File: src/hdl/prl_pkg.sv
`timescale 1ns / 1ps
// Shared types, constants and operation codes for the positional record list.
package prl_pkg;

    localparam int MAX_ENTRIES = 32;
    localparam int IDX_W = (MAX_ENTRIES > 1) ? $clog2(MAX_ENTRIES) : 1;
    localparam int LEN_W = $clog2(MAX_ENTRIES + 1);
    localparam int CMP_W = ((LEN_W > 6) ? LEN_W : 6) + 1;

    typedef enum logic [1:0] {
        FUNC_READ   = 2'd0,
        FUNC_INSERT = 2'd1,
        FUNC_DELETE = 2'd2,
        FUNC_UPDATE = 2'd3
    } t_func;

    typedef enum logic [1:0] {
        STATUS_DONE  = 2'd0,
        STATUS_FULL  = 2'd1,
        STATUS_RANGE = 2'd2
    } t_status;

    typedef struct packed {
        t_func       func;
        logic [5:0]  position;
        logic [63:0] name_head;
        logic [7:0]  name_tail;
        logic [7:0]  age_value;
    } t_cmd;

    typedef struct packed {
        t_status     status;
        logic [63:0] read_name_head;
        logic [7:0]  read_name_tail;
        logic [7:0]  read_age;
        logic [5:0]  entry_count;
    } t_result;

    typedef struct packed {
        logic [63:0] name_head;
        logic [7:0]  name_tail;
        logic [7:0]  age;
    } t_entry;

    typedef struct packed {
        logic             ins;
        logic             del;
        logic             upd;
        logic [CMP_W-1:0] slot;
    } t_cell_ctl;

endpackage

File: src/hdl/prl_cell.sv
`timescale 1ns / 1ps
// One storage cell of the list: holds a record and loads from a neighbour or the new word.
module prl_cell (
    input  logic                    i_clk,
    input  logic [prl_pkg::IDX_W-1:0] i_slot,
    input  prl_pkg::t_cell_ctl      i_ctl,
    input  prl_pkg::t_entry         i_new,
    input  prl_pkg::t_entry         i_prev,
    input  prl_pkg::t_entry         i_next,
    output prl_pkg::t_entry         o_entry
);
    import prl_pkg::*;

    t_entry           r_entry;
    t_entry           n_entry;
    logic [CMP_W-1:0] slot_w;

    assign slot_w = CMP_W'(i_slot);

    always_comb begin
        n_entry = r_entry;
        if (i_ctl.ins) begin
            if (slot_w == i_ctl.slot) begin
                n_entry = i_new;
            end else if (slot_w > i_ctl.slot) begin
                n_entry = i_prev;
            end
        end else if (i_ctl.del) begin
            if (slot_w >= i_ctl.slot) begin
                n_entry = i_next;
            end
        end else if (i_ctl.upd) begin
            if (slot_w == i_ctl.slot) begin
                n_entry = i_new;
            end
        end
    end

    always_ff @(posedge i_clk) begin
        r_entry <= n_entry;
    end

    assign o_entry = r_entry;

endmodule

File: config.mk
export PLATFORM = sky130hd
export DESIGN_NAME = prl_cell
export DESIGN_NICKNAME = d
export VERILOG_FILES = /design/src/hdl/prl_pkg.sv /design/src/hdl/prl_cell.sv
export SDC_FILE = /design/constraint.sdc
export NUM_CORES = 1
export LEC_CHECK = 0
export BUFFER_PORTS_ARGS = -buffer_cell sky130_fd_sc_hd__buf_2
export CORE_AREA = 2 2 131 133
export CTS_CLUSTER_DIAMETER = 200
export DETAILED_ROUTE_END_ITERATION = 12
export DIE_AREA = 0 0 133 135
export PLACE_DENSITY = 0.67
export SLEW_MARGIN = 20
export SYNTH_ARGS = -nofsm -noshare
export SYNTH_HDL_FRONTEND = slang
export SYNTH_SLANG_ARGS = --single-unit
File: constraint.sdc
create_clock -name i_clk -period 7.76 [get_ports i_clk]
set_clock_uncertainty 0.1 [all_clocks]
set_input_delay 0.776 -clock i_clk [delete_from_list [all_inputs] [get_ports i_clk]]
set_output_delay 0.776 -clock i_clk [all_outputs]
set_load 0.05 [all_outputs]
==> metrics.md, run 1 <==
| Metric | Value |
|---|---|
| Run status | completed |
| Final Hold Fails | 0 |
| GRT Total Usage | 19.4% |
| Final Non-Filler Cells | roughly 1100 |
| #FFs+latches synth | 80 |
| Drt drc | 0 |
| Syn_nets | 834 |
| Worst hold path depth | 3 |
| Leakage | ~2.8 nW |
| Via count of the routed design | slightly below 6000 |
| Core ar. | 16400 sq um |
| Hold WC Path Type | in2reg |
| Synth Warn # | 0 |
| Input/output buffers | around 340 |
| DP Wirelength | 12700 um |
| Slew Viols, Final | 0 |
| Post-synthesis sequential area ratio | between 40% and 50% |
| Most frequent cells in the layout | buf_2 (333), a211oi_1 (81), nor2b_1 (80), a31oi_1 (80), edfxtp_1 (80) |
| Clock-pin slew on the worst setup and hold paths | 0.06 ns |
| DRT Pass-1 Iters | 4 |
| Nets | approximately 1100 |
| Fin worst setup slack | between 4 and 5 ns |
| Die area | ~18000 sq um |
| Final setup viols | 0 |
| Starting Density | between 30% and 40% |
| Placed cell count | 1063 |
| Max_cap viols | 0 |
| Critical path's top delay family | buffers and inverters |
| Footprint of the multi-input gates | 2600 sq um |
| Std cell rows | 47 |
| Max reg flops | 80 |
| Total Wirelength | 18400 um |
| WP depth | 6 |
| Tot Pwr | 1.30 mW |
| Worst-Margin Slew | between 1 and 1.5 ns |
| Final min period | about 3.1 ns |
| Largest net degree at the start of global routing | 83 |
| Max transition margin | 25.3% |
| DP Worst Slack | roughly 4.3 ns |
| Initial antenna violation count | 0 |
| GR Overflow Total | 0 |
| CP Cell Sequence | buf_2 -> ha_1 -> nand4bb_4 -> buf_4 -> o32ai_4 -> buf_4 |
| Pwr dens | between 150 and 200 nW/um^2 |
| Clk buf depth | 2 |
| CP Data Required Time | around 7.6 ns |
| Fmax | 319 MHz |
| Global placement routability congestion | between 0.8 and 0.9 |
| Vias in the first global route | ~5400 |
| Mean post-synth cell area | about 9.5 sq um |
| CP Capture Point | o_entry[45] |
| Clk sinks | 80 |
| Most frequent CP cell | buf_4 |
| CTS tree | built |
| Worst hold slack | ~0.72 ns |
| Drt wl/cell | approximately 17 um |
| First-pass GRT wire length | approximately 28000 um |
| DIE WIDTH | between 100 and 150 um |
| Worst Path Arrival | 2.98 ns |
| Starting DRT DRC Count | ~280 |
| Peak supply drop | 0.103 mV |
| RSZ-0062 raised after global routing | false |
| Storage element area | roughly 2400 sq um |
| Area grow syn2layout | 34.7% |
| Clock Tree Root | clkbuf_16 |
| Fillers | 1643 |
| IO Pins | 336 |
| Mapped cell area | about 5400 sq um |
| Num CTS Buffers | 9 |
| Post-CTS setup buffer count | 0 |
| Crit. End Element | flip-flop |
| Crit path max-delay cell type | buf_4 |
| CP peak stage delay | around 0.84 ns |
| Critical Path Source | i_slot[4] |
| CTS Hold Bufs | 0 |
| CP bufs+invs | 3 |
| H-tree level count | 3 |
| Ant. Diodes | 0 |
| Post-CTS sizing | 0 |
| Synth cell types | 24 |
| Die Span Y | 135 um |
| Critical path class | in2reg |
| DR vias/cell | 5.45 |
| DRT antenna net count | 0 |
| Setup TNS | 0 ns |
| CP Launch Type | input pin |
| Final worst-path cycle share | about two fifths |
| Layout cells sized above 1 | 42.0% |
| Commonest non-fill, non-tap cell in the layout | buf_2 |
| Crit Path Max Fanout | between 80 and 90 |
| Synth Instances | around 570 |
==> where the power goes <==
group / switching [mW] / internal, mW / leakage, nW
sequential: 0.00645 / 0.512 / 0.743
combinational: 0.228 / 0.110 / 1.93
clock: 0.163 / 0.277 / 0.147
total: 0.398 / 0.900 / 2.82
==> cell usage after synthesis <==
library cell,instances,area [sq um]
a21oi_1,2,10.0
o32ai_1,1,8.76
buf_12,8,160
ha_1,5,62.6
buf_6,2,22.5
clkbuf_2,1,5.00
inv_1,5,18.8
buf_4,10,75.1
and4bb_1,1,12.5
a211oi_1,81,608
and3_1,1,6.26
or3b_2,1,8.76
edfxtp_1,80,2400
nor2_1,1,3.75
nor2b_1,80,500
o21ai_0,72,360
clkbuf_1,41,154
a31oi_1,80,500
o21a_1,1,7.51
o21ai_1,9,45.0
nand3_2,1,10.0
nand4bb_1,1,11.3
nand3_1,80,400
buf_2,9,45.0
==> cells by family after synthesis <==
kind of cell	Yosys count	synth area share [%]
AO/OA/AOI/OAI	246	28.3
AND/OR/NAND/NOR	166	17.5
flip-flops	80	44.2
buffers and inverters	76	8.83
adder cells (fa/ha/maj)	5	1.15
==> per-layer routing <==
layer / GRT usage, % / routed length, um / vias up
li1: - / - / 2801
met2: 33.3 / 8910 / 280
met5: 0 / 0 / -
met3: 4.95 / 1550 / 30
met4: 7.23 / 437 / 0
met1: 23.5 / 7490 / 2765
==> cell type report <==
class	count	share of cell area [%]
clock buffer	10	3.13
clock inverter	5	0.991
inverter	5	0.256
multi-input combinational	417	35.5
sequential	80	32.8
tap	220	3.76
timing repair buffer	341	23.6
==> through the flow <==
step | util [%] | area, sq um
floorplan | - | 5450
global placement | 42.8 | 7020
detailed placement | 42.8 | 7020
CTS | 44.7 | 7330
global route | 44.7 | 7330
finish | 44.7 | 7330
==> worst min-delay path by stage <==
| stage | startpoint | end | slack (ns) |
|---|---|---|---|
| global placement | i_next[70] | o_entry[70] | 1.06 |
| detailed placement | i_next[77] | o_entry[77] | 1.06 |
| global route | i_next[11] | o_entry[11] | 0.72 |
| CTS | i_next[77] | o_entry[77] | 0.70 |
| floorplan | i_new[79] | o_entry[79] | 0.95 |
| finish | i_next[50] | o_entry[50] | 0.72 |
Note: power is estimated with default switching activity, not from simulation.
==> run 2, diff against run 1 <==
==> constraint.sdc (replaced) <==
create_clock -name i_clk -period 2.7 [get_ports i_clk]
set_clock_uncertainty 0.1 [all_clocks]
set_input_delay 0.27 -clock i_clk [delete_from_list [all_inputs] [get_ports i_clk]]
set_output_delay 0.27 -clock i_clk [all_outputs]
set_load 0.05 [all_outputs]
==> run 2 against run 1 <==
Count of clock-buffer cells in the layout unchanged. Global-route usage increased by 0.54 points. Utilization increased by 1.2 points. Non-clock buffer count increased by 5. Worst hold slack got worse by 0.50 ns. Critical endpoint is now o_entry[78]. Largest cell class unchanged.
==> metrics.md, run 2 (synthesis gave the netlist of run 1 again) <==
| Metric | Value |
|---|---|
| Run status | completed |
| Clock share of power | 31.7% (-2.3 points) |
| Leakage | 2.86 nW (+1.3%) |
| Post-route cell area | 7520 sq um (+2.6%) |
| WL met3 | 1500 um (-3.4%) |
| Footprint of the multi-input gates | 2680 sq um (+3.0%) |
| CP Data Required Time | 2.61 ns (-5.00 ns) |
| Starting DRT DRC Count | 254 (-11%) |
| Critical path class | in2reg |
| Final Hold Fails | 0 (unchanged) |
| Switching power share of the total | 31.2% (+0.52 points) |
| Slew Viols, Final | 0 (unchanged) |
| Clk sinks | 80 (unchanged) |
| Worst Path Arrival | 1.84 ns (-1.14 ns) |
| Input/output buffers | 335 (unchanged) |
| Hold_sp | i_next[30] |
| RSZ-0062 raised after global routing | false |
| Critical Path Source | i_slot[0] |
| Fillers | 1627 (-0.97%) |
| Largest net degree at the start of global routing | 155 (+87%) |
| Worst hold path depth | 3 (unchanged) |
| P_int | 2.52 mW (+180%) |
| Peak supply drop | 0.251 mV (+140%) |
| Num CTS Buffers | 9 (unchanged) |
| Clock-pin slew on the worst setup and hold paths | 0.06 ns (about the same) |
| Final min period | between 1.5 and 2 ns |
| CTS Hold Bufs | 0 (unchanged) |
| Worst hold endpoint | o_entry[30] |
| DIE WIDTH | 133 um (unchanged) |
| DR vias/cell | 5.39 (-1.1%) |
| Clk buf depth | 2 (unchanged) |
| Pwr dens | 487 nW/um^2 (+180%) |
| Max transition margin | 48.4% (+23 points) |
| Die Span Y | 135 um (unchanged) |
| Vias in the first global route | 5540 (+2.9%) |
| Std cell rows | 47 (unchanged) |
| Post-CTS sizing | 0 (unchanged) |
| Placement Cell Area | 7240 sq um (+3.1%) |
| Final setup viols | 0 (unchanged) |
| H-tree level count | 3 (unchanged) |
| Sw power | 1.14 mW (+190%) |
| DP Wirelength | 12900 um (+2.1%) |
| DRT Pass-1 Iters | 5 (+1) |
| Crit. End Element | flip-flop |
| Hold WC Path Type | in2reg |
| Most frequent cells in the layout | buf_2 (333), nor2b_1 (80), a211oi_1 (80), a31oi_1 (80), edfxtp_1 (80) |
| Combinational power share | 27.7% (+1.6 points) |
| Initial antenna violation count | 0 (unchanged) |
| Drt drc | 0 (unchanged) |
| Nets | 1120 (+0.45%) |
| Crit Path Max Fanout | 80 (-1.2%) |
| Sequential power share | 40.6% (+0.6 points) |
| Ant. Diodes | 0 (unchanged) |
| Starting Density | 33.2% (unchanged) |
| Global placement routability congestion | 0.800 (-5.1%) |
| Commonest non-fill, non-tap cell in the layout | buf_2 |
| Core ar. | 16400 sq um (unchanged) |
| GRT Total Usage | 19.9% (+0.54 points) |
| Layout cells sized above 1 | 43.6% (+1.7 points) |
| Die area | 18000 sq um (unchanged) |
| Tot Pwr | 3.67 mW (+180%) |
| CTS tree | built |
| Max reg flops | 80 (unchanged) |
| Fmax | 516 MHz |
| Worst-Margin Slew | 0.774 ns (-0.347 ns) |
| Area grow syn2layout | 38.3% |
| Drt wl/cell | 17.1 um (+0.34%) |
| Storage element area | 2400 sq um (unchanged) |
| DRT antenna net count | 0 (unchanged) |
| Max_cap viols | 0 (unchanged) |
| Met2 routed WL | 9320 um (+4.6%) |
| GR Overflow Total | 0 (unchanged) |
| Clock Tree Root | clkbuf_16 |
| Via count of the routed design | 5834 (-0.71%) |
| WL met1 | 7250 um (-3.3%) |
| Top sig layer | met4 |
| Final worst-path cycle share | 71.7% |
| IO Pins | 336 (unchanged) |
| CP Launch Type | input pin |
| Total Wirelength | 18500 um (+0.71%) |
| Post-CTS setup buffer count | 0 (unchanged) |
| First-pass GRT wire length | 28500 um (+2.6%) |
==> run 2: cell types whose count changed in the layout (fill, tap and decap cells not counted), sizes merged <==
cell | before | now
buf | 341 | 346
bufinv | 2 | 1
clkinv | 3 | 2
clkinvlp | 0 | 1
==> run 2: worst max-delay path by stage <==
stage                  end  slack [ns]  depth (start not counted)
3_3_place_gp    o_entry[4]        0.49                          6
6_report       o_entry[78]        0.76                          7
5_1_grt        o_entry[18]        0.79                          7
3_5_place_dp    o_entry[5]        0.48                          7
4_1_cts         o_entry[9]        0.84                          7
2_1_floorplan   o_entry[0]       -0.70                          6
==> run 2: metal layers <==
metal	global-route usage (%)	up-vias
li1	-	2809
met2	34.6	273
met5	0	-
met4	8.48	0
met1	23.6	2719
met3	4.73	33
==> run 2: area by class of cell <==
class	instances	area share [%]
clock buffers	10	3.04
clock inverters	4	0.632
inverters	5	0.449
multi-input cells	417	35.6
flip-flops and latches	80	31.9
well taps	220	3.66
repair buffers	346	24.6
==> run 2: metrics by stage <==
step / hold slack (ns) / utilization [%] / worst slack [ns] / TNS, ns / instances
2_1_floorplan: 0.443 / - / -0.704 / -56.30 / 573
4_1_cts: 0.193 / 45.8 / 0.838 / 0 / 1082
6_report: 0.221 / 45.8 / 0.763 / 0 / 1082
3_3_place_gp: 0.555 / 44.1 / 0.487 / 0 / 1068
5_1_grt: 0.220 / 45.8 / 0.790 / 0 / 1082
3_5_place_dp: 0.552 / 44.1 / 0.481 / 0 / 1068
==> run 2: critical path: stages <==
cell     delay (ns)
buf_2          0.10
inv_2          0.05
ha_4           0.20
or3b_2         0.46
a21oi_1        0.27
o32ai_4        0.15
buf_12         0.24
==> run 2: power by group through the flow <==
stage | registers [mW] | clock network (mW) | logic, mW
after floorplan | 1.79 | 0 | 0.386
after CTS | 1.49 | 1.21 | 1.02
final | 1.49 | 1.16 | 1.01
after global routing | 1.50 | 1.24 | 1.09
after detailed placement | 1.52 | 0 | 1.02
after global placement | 1.51 | 0 | 1.01
